`src/sv/opte_pkg.sv`:
```
// Package for the sprite part tile expander.
// Holds the microcode ROM, control and status structs, and the size table.
// No dependencies.
package opte_pkg;

    // Field widths
    localparam int AttrW   = 16;
    localparam int PosW    = 10;
    localparam int CfgIdxW = 2;
    localparam int CfgDatW = 9;
    localparam int CntW    = 3;

    // Configuration register indexes
    localparam logic [CfgIdxW-1:0] CFG_DETAIL   = 2'd0;
    localparam logic [CfgIdxW-1:0] CFG_X_ORIGIN = 2'd1;
    localparam logic [CfgIdxW-1:0] CFG_Y_ORIGIN = 2'd2;

    // Shape code that yields a single empty result
    localparam logic [1:0] SHAPE_EMPTY = 2'd3;

    // Microprogram step addresses
    typedef logic [1:0] t_step;
    localparam t_step STEP_WAIT   = 2'd0;
    localparam t_step STEP_DECODE = 2'd1;
    localparam t_step STEP_EMIT   = 2'd2;
    localparam t_step STEP_EMPTY  = 2'd3;

    // Branch conditions
    typedef enum logic [1:0] {
        COND_IN_XFER   = 2'd0,
        COND_SHAPE3    = 2'd1,
        COND_EMIT_LAST = 2'd2,
        COND_OUT_FREE  = 2'd3
    } t_cond;

    // Datapath controls from the current microword
    typedef struct packed {
        logic in_ready;
        logic load;
        logic decode;
        logic emit;
        logic empty;
    } t_ctrl;

    // Datapath status back to the sequencer
    typedef struct packed {
        logic shape3;
        logic last_tile;
        logic out_free;
    } t_status;

    typedef struct packed {
        t_ctrl ctrl;
        t_cond cond;
        t_step jump_true;
        t_step jump_false;
    } t_uword;

    // Microcode ROM
    function automatic t_uword ucode_rom(input t_step step);
        t_uword w;
        w = '0;
        unique case (step)
            STEP_WAIT: begin
                w.ctrl.in_ready = 1'b1;
                w.ctrl.load     = 1'b1;
                w.cond          = COND_IN_XFER;
                w.jump_true     = STEP_DECODE;
                w.jump_false    = STEP_WAIT;
            end
            STEP_DECODE: begin
                w.ctrl.decode = 1'b1;
                w.cond        = COND_SHAPE3;
                w.jump_true   = STEP_EMPTY;
                w.jump_false  = STEP_EMIT;
            end
            STEP_EMIT: begin
                w.ctrl.emit = 1'b1;
                w.cond      = COND_EMIT_LAST;
                w.jump_true = STEP_WAIT;
                w.jump_false = STEP_EMIT;
            end
            STEP_EMPTY: begin
                w.ctrl.empty = 1'b1;
                w.cond       = COND_OUT_FREE;
                w.jump_true  = STEP_WAIT;
                w.jump_false = STEP_EMPTY;
            end
        endcase
        return w;
    endfunction

    // Tile columns minus one, by shape and size
    function automatic logic [CntW-1:0] cols_m1(input logic [1:0] shape,
                                                input logic [1:0] size);
        logic [CntW-1:0] c;
        c = '0;
        unique case ({shape, size})
            4'b0000: c = 3'd0;
            4'b0001: c = 3'd1;
            4'b0010: c = 3'd3;
            4'b0011: c = 3'd7;
            4'b0100: c = 3'd1;
            4'b0101: c = 3'd3;
            4'b0110: c = 3'd3;
            4'b0111: c = 3'd7;
            4'b1000: c = 3'd0;
            4'b1001: c = 3'd0;
            4'b1010: c = 3'd1;
            4'b1011: c = 3'd3;
            default: c = 3'd0;
        endcase
        return c;
    endfunction

    // Tile rows minus one, by shape and size
    function automatic logic [CntW-1:0] rows_m1(input logic [1:0] shape,
                                                input logic [1:0] size);
        logic [CntW-1:0] r;
        r = '0;
        unique case ({shape, size})
            4'b0000: r = 3'd0;
            4'b0001: r = 3'd1;
            4'b0010: r = 3'd3;
            4'b0011: r = 3'd7;
            4'b0100: r = 3'd0;
            4'b0101: r = 3'd0;
            4'b0110: r = 3'd1;
            4'b0111: r = 3'd3;
            4'b1000: r = 3'd1;
            4'b1001: r = 3'd3;
            4'b1010: r = 3'd3;
            4'b1011: r = 3'd7;
            default: r = 3'd0;
        endcase
        return r;
    endfunction

endpackage

```
`src/sv/oam_part_tile_expander_unit.sv`:
```
// Sprite part tile expander, top level.
// After an input transfer the part is registered by the decode step, then each result by the output reg.
// Throughput: a new part is taken only after the last one is done (64 tiles for 64x64);
//   one tile per cycle while the output is not stalled, set by the single emit step; an empty part gives one result.
// Reset: synchronous active low; clears the step counter, output valid
//   and the config registers (detail, x origin and y origin to zero).
module oam_part_tile_expander_unit (
    input  logic                             i_clk,
    input  logic                             i_rst_n,
    input  logic                             i_cfg_valid,
    output logic                             o_cfg_ready,
    input  logic [opte_pkg::CfgIdxW-1:0]     i_cfg_index,
    input  logic [opte_pkg::CfgDatW-1:0]     i_cfg_data,
    input  logic                             i_in_valid,
    output logic                             o_in_stall,
    input  logic [opte_pkg::AttrW-1:0]       i_attr_zero,
    input  logic [opte_pkg::AttrW-1:0]       i_attr_one,
    input  logic [opte_pkg::AttrW-1:0]       i_attr_two,
    input  logic                             i_final_part,
    output logic                             o_out_valid,
    input  logic                             i_out_stall,
    output logic signed [opte_pkg::PosW-1:0] o_pos_x,
    output logic signed [opte_pkg::PosW-1:0] o_pos_y,
    output logic [opte_pkg::AttrW-1:0]       o_tile_number,
    output logic                             o_tile_valid,
    output logic                             o_part_end,
    output logic                             o_frame_end
);
    import opte_pkg::*;

    t_ctrl   w_ctrl;
    t_status w_status;

    // Config writes are always taken
    assign o_cfg_ready = 1'b1;
    assign o_in_stall  = !w_ctrl.in_ready;

    opte_sequencer u_seq (
        .i_clk      (i_clk),
        .i_rst_n    (i_rst_n),
        .i_in_valid (i_in_valid),
        .i_status   (w_status),
        .o_ctrl     (w_ctrl)
    );

    opte_datapath u_dp (
        .i_clk         (i_clk),
        .i_rst_n       (i_rst_n),
        .i_ctrl        (w_ctrl),
        .o_status      (w_status),
        .i_cfg_we      (i_cfg_valid),
        .i_cfg_index   (i_cfg_index),
        .i_cfg_data    (i_cfg_data),
        .i_in_valid    (i_in_valid),
        .i_attr_zero   (i_attr_zero),
        .i_attr_one    (i_attr_one),
        .i_attr_two    (i_attr_two),
        .i_final_part  (i_final_part),
        .i_out_stall   (i_out_stall),
        .o_out_valid   (o_out_valid),
        .o_pos_x       (o_pos_x),
        .o_pos_y       (o_pos_y),
        .o_tile_number (o_tile_number),
        .o_tile_valid  (o_tile_valid),
        .o_part_end    (o_part_end),
        .o_frame_end   (o_frame_end)
    );

endmodule

```
`src/sv/opte_sequencer.sv`:
```
// Microcode sequencer: step counter, control ROM and branch logic.
// Depends on opte_pkg.
module opte_sequencer (
    input  logic             i_clk,
    input  logic             i_rst_n,
    input  logic             i_in_valid,
    input  opte_pkg::t_status i_status,
    output opte_pkg::t_ctrl  o_ctrl
);
    import opte_pkg::*;

    t_step  r_step;
    t_step  n_step;
    t_uword w_word;
    logic   w_cond;

    // Fetch the current microword
    assign w_word = ucode_rom(r_step);
    assign o_ctrl = w_word.ctrl;

    // Evaluate the branch condition
    always_comb begin
        unique case (w_word.cond)
            COND_IN_XFER:   w_cond = i_in_valid;
            COND_SHAPE3:    w_cond = i_status.shape3;
            COND_EMIT_LAST: w_cond = i_status.out_free & i_status.last_tile;
            COND_OUT_FREE:  w_cond = i_status.out_free;
            default:        w_cond = 1'b0;
        endcase
        n_step = w_cond ? w_word.jump_true : w_word.jump_false;
    end

    // Step counter
    always_ff @(posedge i_clk) begin
        if (!i_rst_n) begin
            r_step <= STEP_WAIT;
        end else begin
            r_step <= n_step;
        end
    end

endmodule

```
`src/sv/opte_datapath.sv`:
```
// Datapath: config registers, attribute decode, tile counters, output register.
// Depends on opte_pkg.
module opte_datapath (
    input  logic                           i_clk,
    input  logic                           i_rst_n,
    input  opte_pkg::t_ctrl                i_ctrl,
    output opte_pkg::t_status              o_status,
    input  logic                           i_cfg_we,
    input  logic [opte_pkg::CfgIdxW-1:0]   i_cfg_index,
    input  logic [opte_pkg::CfgDatW-1:0]   i_cfg_data,
    input  logic                           i_in_valid,
    input  logic [opte_pkg::AttrW-1:0]     i_attr_zero,
    input  logic [opte_pkg::AttrW-1:0]     i_attr_one,
    input  logic [opte_pkg::AttrW-1:0]     i_attr_two,
    input  logic                           i_final_part,
    input  logic                           i_out_stall,
    output logic                           o_out_valid,
    output logic signed [opte_pkg::PosW-1:0] o_pos_x,
    output logic signed [opte_pkg::PosW-1:0] o_pos_y,
    output logic [opte_pkg::AttrW-1:0]     o_tile_number,
    output logic                           o_tile_valid,
    output logic                           o_part_end,
    output logic                           o_frame_end
);
    import opte_pkg::*;

    // Config registers
    logic [3:0]  r_detail;
    logic [8:0]  r_x_origin;
    logic [7:0]  r_y_origin;

    // Captured attributes
    logic [AttrW-1:0] r_a0, r_a1, r_a2;
    logic             r_final;

    // Decoded part
    logic [PosW-1:0]  r_base_x, r_base_y;
    logic [AttrW-1:0] r_tile_base;
    logic [CntW-1:0]  r_cols_m1, r_rows_m1, r_xm, r_ym;
    logic [CntW-1:0]  r_tx, r_ty;

    // Output register
    logic             r_out_valid;
    logic [PosW-1:0]  r_pos_x, r_pos_y;
    logic [AttrW-1:0] r_tile;
    logic             r_tvalid, r_pend, r_fend;

    logic             w_out_free, w_last, w_fire, w_efire;
    logic [10:0]      w_sum_x;
    logic [PosW-1:0]  w_base_x, w_base_y;
    logic [3:0]       w_pal;
    logic [9:0]       w_idx;
    logic [AttrW-1:0] w_flags;
    logic [CntW-1:0]  w_col, w_row;

    assign w_out_free = !r_out_valid || !i_out_stall;
    assign w_last     = (r_tx == r_cols_m1) && (r_ty == r_rows_m1);
    assign w_fire     = i_ctrl.emit && w_out_free;
    assign w_efire    = i_ctrl.empty && w_out_free;

    assign o_status.shape3    = (r_a0[15:14] == SHAPE_EMPTY);
    assign o_status.last_tile = w_last;
    assign o_status.out_free  = w_out_free;

    // Decode: origin shift, sign fix, x wrap, palette and tile offsets
    always_comb begin
        w_sum_x = {2'b00, r_x_origin} + {{2{r_a1[8]}}, r_a1[8:0]};
        if ($signed(w_sum_x) > 11'sd255) begin
            w_sum_x = w_sum_x - 11'd255;
        end
        w_base_x = w_sum_x[PosW-1:0];
        w_base_y = {2'b00, r_y_origin} + {{2{r_a0[7]}}, r_a0[7:0]};
        w_pal    = r_a2[15:12] + r_detail;
        w_idx    = r_a2[9:0] + {r_detail, 6'b0};
        w_flags  = {4'b0, r_a1[13], r_a1[12], 10'b0};
    end

    assign w_col = r_tx ^ r_xm;
    assign w_row = r_ty ^ r_ym;

    // Config writes
    always_ff @(posedge i_clk) begin
        if (!i_rst_n) begin
            r_detail   <= '0;
            r_x_origin <= '0;
            r_y_origin <= '0;
        end else if (i_cfg_we) begin
            unique case (i_cfg_index)
                CFG_DETAIL:   r_detail   <= i_cfg_data[3:0];
                CFG_X_ORIGIN: r_x_origin <= i_cfg_data;
                CFG_Y_ORIGIN: r_y_origin <= i_cfg_data[7:0];
                default: ;
            endcase
        end
    end

    // Attribute capture, decode and tile walk
    always_ff @(posedge i_clk) begin
        if (i_ctrl.load && i_in_valid) begin
            r_a0    <= i_attr_zero;
            r_a1    <= i_attr_one;
            r_a2    <= i_attr_two;
            r_final <= i_final_part;
        end
        if (i_ctrl.decode) begin
            r_base_x    <= w_base_x;
            r_base_y    <= w_base_y;
            r_tile_base <= {w_pal, 2'b00, w_idx} + w_flags;
            r_cols_m1   <= cols_m1(r_a0[15:14], r_a1[15:14]);
            r_rows_m1   <= rows_m1(r_a0[15:14], r_a1[15:14]);
            r_xm        <= r_a1[12] ? cols_m1(r_a0[15:14], r_a1[15:14]) : '0;
            r_ym        <= r_a1[13] ? rows_m1(r_a0[15:14], r_a1[15:14]) : '0;
            r_tx        <= '0;
            r_ty        <= '0;
        end else if (w_fire) begin
            if (r_tx == r_cols_m1) begin
                r_tx <= '0;
                r_ty <= r_ty + 1'b1;
            end else begin
                r_tx <= r_tx + 1'b1;
            end
        end
    end

    // Output payload
    always_ff @(posedge i_clk) begin
        if (w_fire) begin
            r_pos_x  <= r_base_x + {4'b0, w_col, 3'b000};
            r_pos_y  <= r_base_y + {4'b0, w_row, 3'b000};
            r_tile   <= r_tile_base + {13'b0, r_tx} + {8'b0, r_ty, 5'b0};
            r_tvalid <= 1'b1;
            r_pend   <= w_last;
            r_fend   <= w_last && r_final;
        end else if (w_efire) begin
            r_pos_x  <= '0;
            r_pos_y  <= '0;
            r_tile   <= '0;
            r_tvalid <= 1'b0;
            r_pend   <= 1'b1;
            r_fend   <= r_final;
        end
    end

    // Output valid
    always_ff @(posedge i_clk) begin
        if (!i_rst_n) begin
            r_out_valid <= 1'b0;
        end else if (w_fire || w_efire) begin
            r_out_valid <= 1'b1;
        end else if (!i_out_stall) begin
            r_out_valid <= 1'b0;
        end
    end

    assign o_out_valid   = r_out_valid;
    assign o_pos_x       = $signed(r_pos_x);
    assign o_pos_y       = $signed(r_pos_y);
    assign o_tile_number = r_tile;
    assign o_tile_valid  = r_tvalid;
    assign o_part_end    = r_pend;
    assign o_frame_end   = r_fend;

endmodule
```
`config.mk`:
```
export PLATFORM = sky130hd
export DESIGN_NAME = oam_part_tile_expander_unit
export DESIGN_NICKNAME = d
export VERILOG_FILES = /design/src/sv/opte_pkg.sv /design/src/sv/oam_part_tile_expander_unit.sv /design/src/sv/opte_sequencer.sv /design/src/sv/opte_datapath.sv
export SDC_FILE = /design/constraint.sdc
export NUM_CORES = 1
export LEC_CHECK = 0
export BUFFER_PORTS_ARGS = -buffer_cell sky130_fd_sc_hd__buf_2
export CAP_MARGIN = 20
export CORE_UTILIZATION = 54
export CTS_BUF_LIST = sky130_fd_sc_hd__clkbuf_4 sky130_fd_sc_hd__clkbuf_8
export CTS_CLUSTER_SIZE = 40
export DETAILED_ROUTE_END_ITERATION = 7
export GPL_TIMING_DRIVEN = 0
export PLACE_DENSITY = 0.79
export SYNTH_ARGS = -nofsm -noshare
export SYNTH_HDL_FRONTEND = slang
export SYNTH_SLANG_ARGS = --single-unit
```
`constraint.sdc`:
```
create_clock -name i_clk -period 4.1 [get_ports i_clk]
set_clock_uncertainty 0.2 [all_clocks]
set_input_delay 0.41 -clock i_clk [delete_from_list [all_inputs] [get_ports i_clk]]
set_output_delay 0.41 -clock i_clk [all_outputs]
set_load 0.01 [all_outputs]
```
==> metrics.csv <==
stage;metric;value;unit
detailed_routing;drc;0;
critical_path;crit_type;reg -> reg;
run;drv_cap;0;
min_path;hold_class;in -> reg;
grt;grt-ovfl-total;0;
grt;antenna_found_initial;0;
logic_synthesis;syn_avg_cell_area;12.5;µm²
detailed_routing;drt-vias-per-instance;5.25;
power;p_sw;1030;µW
logic_synthesis;synth.area.top_cells;edfxtp_1 49%, dfxtp_1 8.2%, ha_1 6.7%, xor2_1 3.3%, mux2i_1 2.8%;
logic_synthesis;synth_seq_cells;155;
logic_synthesis;synthFlopType;edfxtp_1;
final_layout;design_area;9050;µm²
critical_path;rr_endpoint;u_dp.r_base_x[1];
floorplan;start_util;56.2;%
place;port_buffers;94;
power;power.density;407;nW/µm²
cts;post-cts-setup-buffer-count;0;
min_path;holdPathStages;3;
grt;track_usage;21.4;%
power;internal_power;2660;µW
critical_path;crit_chain;ha_1 -> inv_1 -> fa_1 -> inv_1 -> ha_1 -> inv_1 -> nor4_1 -> nand3_1 -> and4b_1 -> o21a_4 -> mux2_4;
detailed_routing;vias;4957;
min_path;worstHoldEndpoint;u_dp.r_y_origin[7];
place;dp_hpwl;10700;µm
place;gp_congestion;0.854;
timing;fin_crit_sh;85.1;%
timing;rsz0062_at_grt;false;
logic_synthesis;synth_commonest_cells;124 x edfxtp_1, 41 x nor2_1, 40 x ha_1;
final_layout;final_nets;868;
final_layout;antennaDiodeCount;0;
cts;cts_buffers;17;
timing;tightest_slew;0.883;ns
floorplan;num_rows;42;
timing;drv_slew;0;
logic_synthesis;synth_cell_types;70;
timing;maxSlewHeadroom;41.0;%
logic_synthesis;ys_seq_area_share;57.7;%
cts;cts_sinks;155;
critical_path;start_kind;register;
final_layout;fill_cells;983;
critical_path;cpMostUsedCell;inv_1;
logic_synthesis;ys_async_sr_fraction;0;%
logic_synthesis;synth.most_common_cell;edfxtp_1;
critical_path;required;4.11;ns
critical_path;r2r-start;u_dp.r_a1[0];
floorplan;die_w;120;µm
critical_path;r2r_cells;11;
cts;cts.htree.levels;4;
final_layout;fin_util;67.6;%
detailed_routing;first_pass_iters;4;
timing;hold_slack;0.0359;ns
timing;setup_viol;0;
detailed_routing;drt-initial-drc-count;305;
critical_path;worst_setup_path_end_kind;register;
logic_synthesis;synthesis.nets;713;
power;p_sw_share;28.0;%
timing;max_freq;287;MHz
place;placed_area;8300;µm²
cts;clock_path_buffers;2;
floorplan;num_io_pins;107;
floorplan;dieArea;14400;µm²
cts;clk_pin_slew_worst_paths;0.09;ns
run_status;outcome;finished, final reports clean;
floorplan;core;13400;µm²
floorplan;die_y;120;µm
timing;hold_viol_final;0;
detailed_routing;routed_wl;14400;µm
logic_synthesis;syn_inst;601;
detailed_routing;routedWlPerCell;15.2;µm
final_layout;synthToLayoutAreaGrowth;20.3;%
power;pwr-share-comb;18.6;%
grt;grt_pass1_wl;23400;µm
grt;grt_pass1_vias;4948;
power;clkPwrFrac;28.3;%
grt;grt_max_degree;36;
critical_path;worstPathMaxFanout;5;
critical_path;critPathMaxStageDelay;0.48;ns
logic_synthesis;yosys_warnings;0;
power;p_leak;0.00362;µW
power;p_seq_share;53.1;%
logic_synthesis;synth_top_area_share;49.5;%
detailed_routing;ant_nets;0;
logic_synthesis;syn_area;7520;µm²
cts;tritoncts;done;
min_path;min_from;i_cfg_data[7];
cts;clk-insertion-delay-late;0.46;ns
logic_synthesis;synth_edf_count;124;
timing;min_period;3.49;ns
critical_path;slowest_stage;nor4_1;
logic_synthesis;yosysTopAreaCell;edfxtp_1;
final_layout;drive_above_1_share;19.2;%
critical_path;crit_arrival;3.50;ns
power;irDropWorstVdd;0.000296;V
critical_path;r2r_slack;0.61;ns
cts;clock-root-buffer;clkbuf_8;
-- layout make-up --
cell class | count | area, µm² | share of cell area, %
timing repair buffer | 136 | 928 | 10.3
inverter | 33 | 124 | 1.37
clock inverter | 15 | 125 | 1.38
clock buffer | 17 | 234 | 2.58
buffer | 16 | 86.3 | 0.954
tap | 176 | 220 | 2.43
sequential | 155 | 4340 | 48.0
multi-input combinational | 397 | 2990 | 33.0
-- metal layers --
metal	global-route usage [%]	share of wire [%]	wire length, µm	vias up
met5	0	0	0	-
li1	-	-	-	2493
met1	26.1	44	6330	2324
met2	36.4	51	7330	122
met3	5.09	3.9	565	18
met4	8.67	1.3	183	0
-- through the flow --
step | cells | setup TNS (ns) | setup slack (ns) | power (µW)
global route | 945 | 0 | 0.444 | 3870
detailed placement | 874 | 0 | 0.673 | 2650
finish | 945 | 0 | 0.611 | 3690
floorplan | 601 | 0 | 0.0692 | 2430
global placement | 871 | -13.40 | -0.787 | 2600
CTS | 945 | 0 | 0.641 | 3710
-- registers in the layout, indices dropped and copies added (netlist names) --
signal / cells
u_dp.o_tile_number: 16
u_dp.r_tile_base: 16
u_dp.r_a2: 14
u_dp.r_a1: 13
u_dp.o_pos_x: 10
u_dp.o_pos_y: 10
u_dp.r_a0: 10
u_dp.r_base_x: 10
u_dp.r_base_y: 10
u_dp.r_x_origin: 9
u_dp.r_y_origin: 8
u_dp.r_detail: 4
u_dp.r_cols_m1: 3
u_dp.r_rows_m1: 3
u_dp.r_tx: 3
u_dp.r_ty: 3
u_dp.r_xm: 3
u_dp.r_ym: 3
u_seq.r_step: 2
u_dp.o_frame_end: 1
u_dp.o_out_valid: 1
u_dp.o_part_end: 1
u_dp.o_tile_valid: 1
u_dp.r_final: 1
-- timing repair --
action / 4_1_cts / 5_1_grt
endpoints found under the hold margin: 39 / 0
setup endpoints to repair: 0 / 0
resized for setup: 0 / 0
hold buffers: 39 / 0
-- worst max-delay path by stage --
| stage | cells past startpoint | end | from |
|---|---|---|---|
| floorplan | 8 | u_seq.r_step[0] | i_out_stall |
| global placement | 9 | u_seq.r_step[0] | i_out_stall |
| detailed placement | 11 | u_dp.r_base_x[1] | u_dp.r_a1[0] |
| CTS | 11 | u_dp.r_base_x[1] | u_dp.r_a1[0] |
| global route | 11 | u_dp.r_base_x[1] | u_dp.r_a1[0] |
| finish | 11 | u_dp.r_base_x[1] | u_dp.r_a1[0] |
-- power groups by stage --
| stage | registers (µW) | clock network [µW] | logic [µW] |
|---|---|---|---|
| after floorplan | 1990 | 0 | 436 |
| after global placement | 2000 | 0 | 605 |
| after detailed placement | 1990 | 0 | 655 |
| after CTS | 1960 | 1070 | 689 |
| after global routing | 1970 | 1140 | 765 |
| final | 1960 | 1040 | 685 |
-- worst max-delay path: cells and delay by family (launching register included) --
family	cells	cell delay, ns
AO/OA/AOI/OAI	1	0.22
adder cells (fa/ha/maj)	3	0.89
buffers and inverters	3	0.25
flip-flops	1	0.41
multiplexers	1	0.30
AND/OR/NAND/NOR	3	0.97
-- cells by family after synthesis --
kind of cell / synth area share (%)
AND/OR/NAND/NOR: 12.3
flip-flops: 57.7
AO/OA/AOI/OAI: 9.71
XOR/XNOR: 5.82
buffers and inverters: 2.78
adder cells (fa/ha/maj): 8.51
multiplexers: 3.14
other: 0.0498
-- layout by cell type, fill, tap and decap left out, drive strengths merged, types with 4 or more instances in the layout --
master / Yosys / routed
nand3: 12 / 12
o21a: 9 / 9
ha: 40 / 40
clkinvlp: 0 / 4
nor2: 41 / 41
a211oi: 8 / 8
inv: 33 / 36
nor3: 8 / 8
dfxtp: 31 / 31
o22ai: 5 / 5
dlygate4sd3: 0 / 39
fa: 7 / 7
mux2i: 21 / 21
nand2: 20 / 20
and2: 20 / 20
or3: 6 / 6
edfxtp: 124 / 124
a21oi: 34 / 34
a31oi: 4 / 4
a21o: 10 / 10
nor3b: 5 / 5
clkinv: 0 / 7
xnor2: 22 / 22
clkbuf: 10 / 27
o21ai: 18 / 18
nor2b: 33 / 33
xor2: 28 / 28
buf: 6 / 103
No activity file was read; power rests on OpenSTA's default activity.
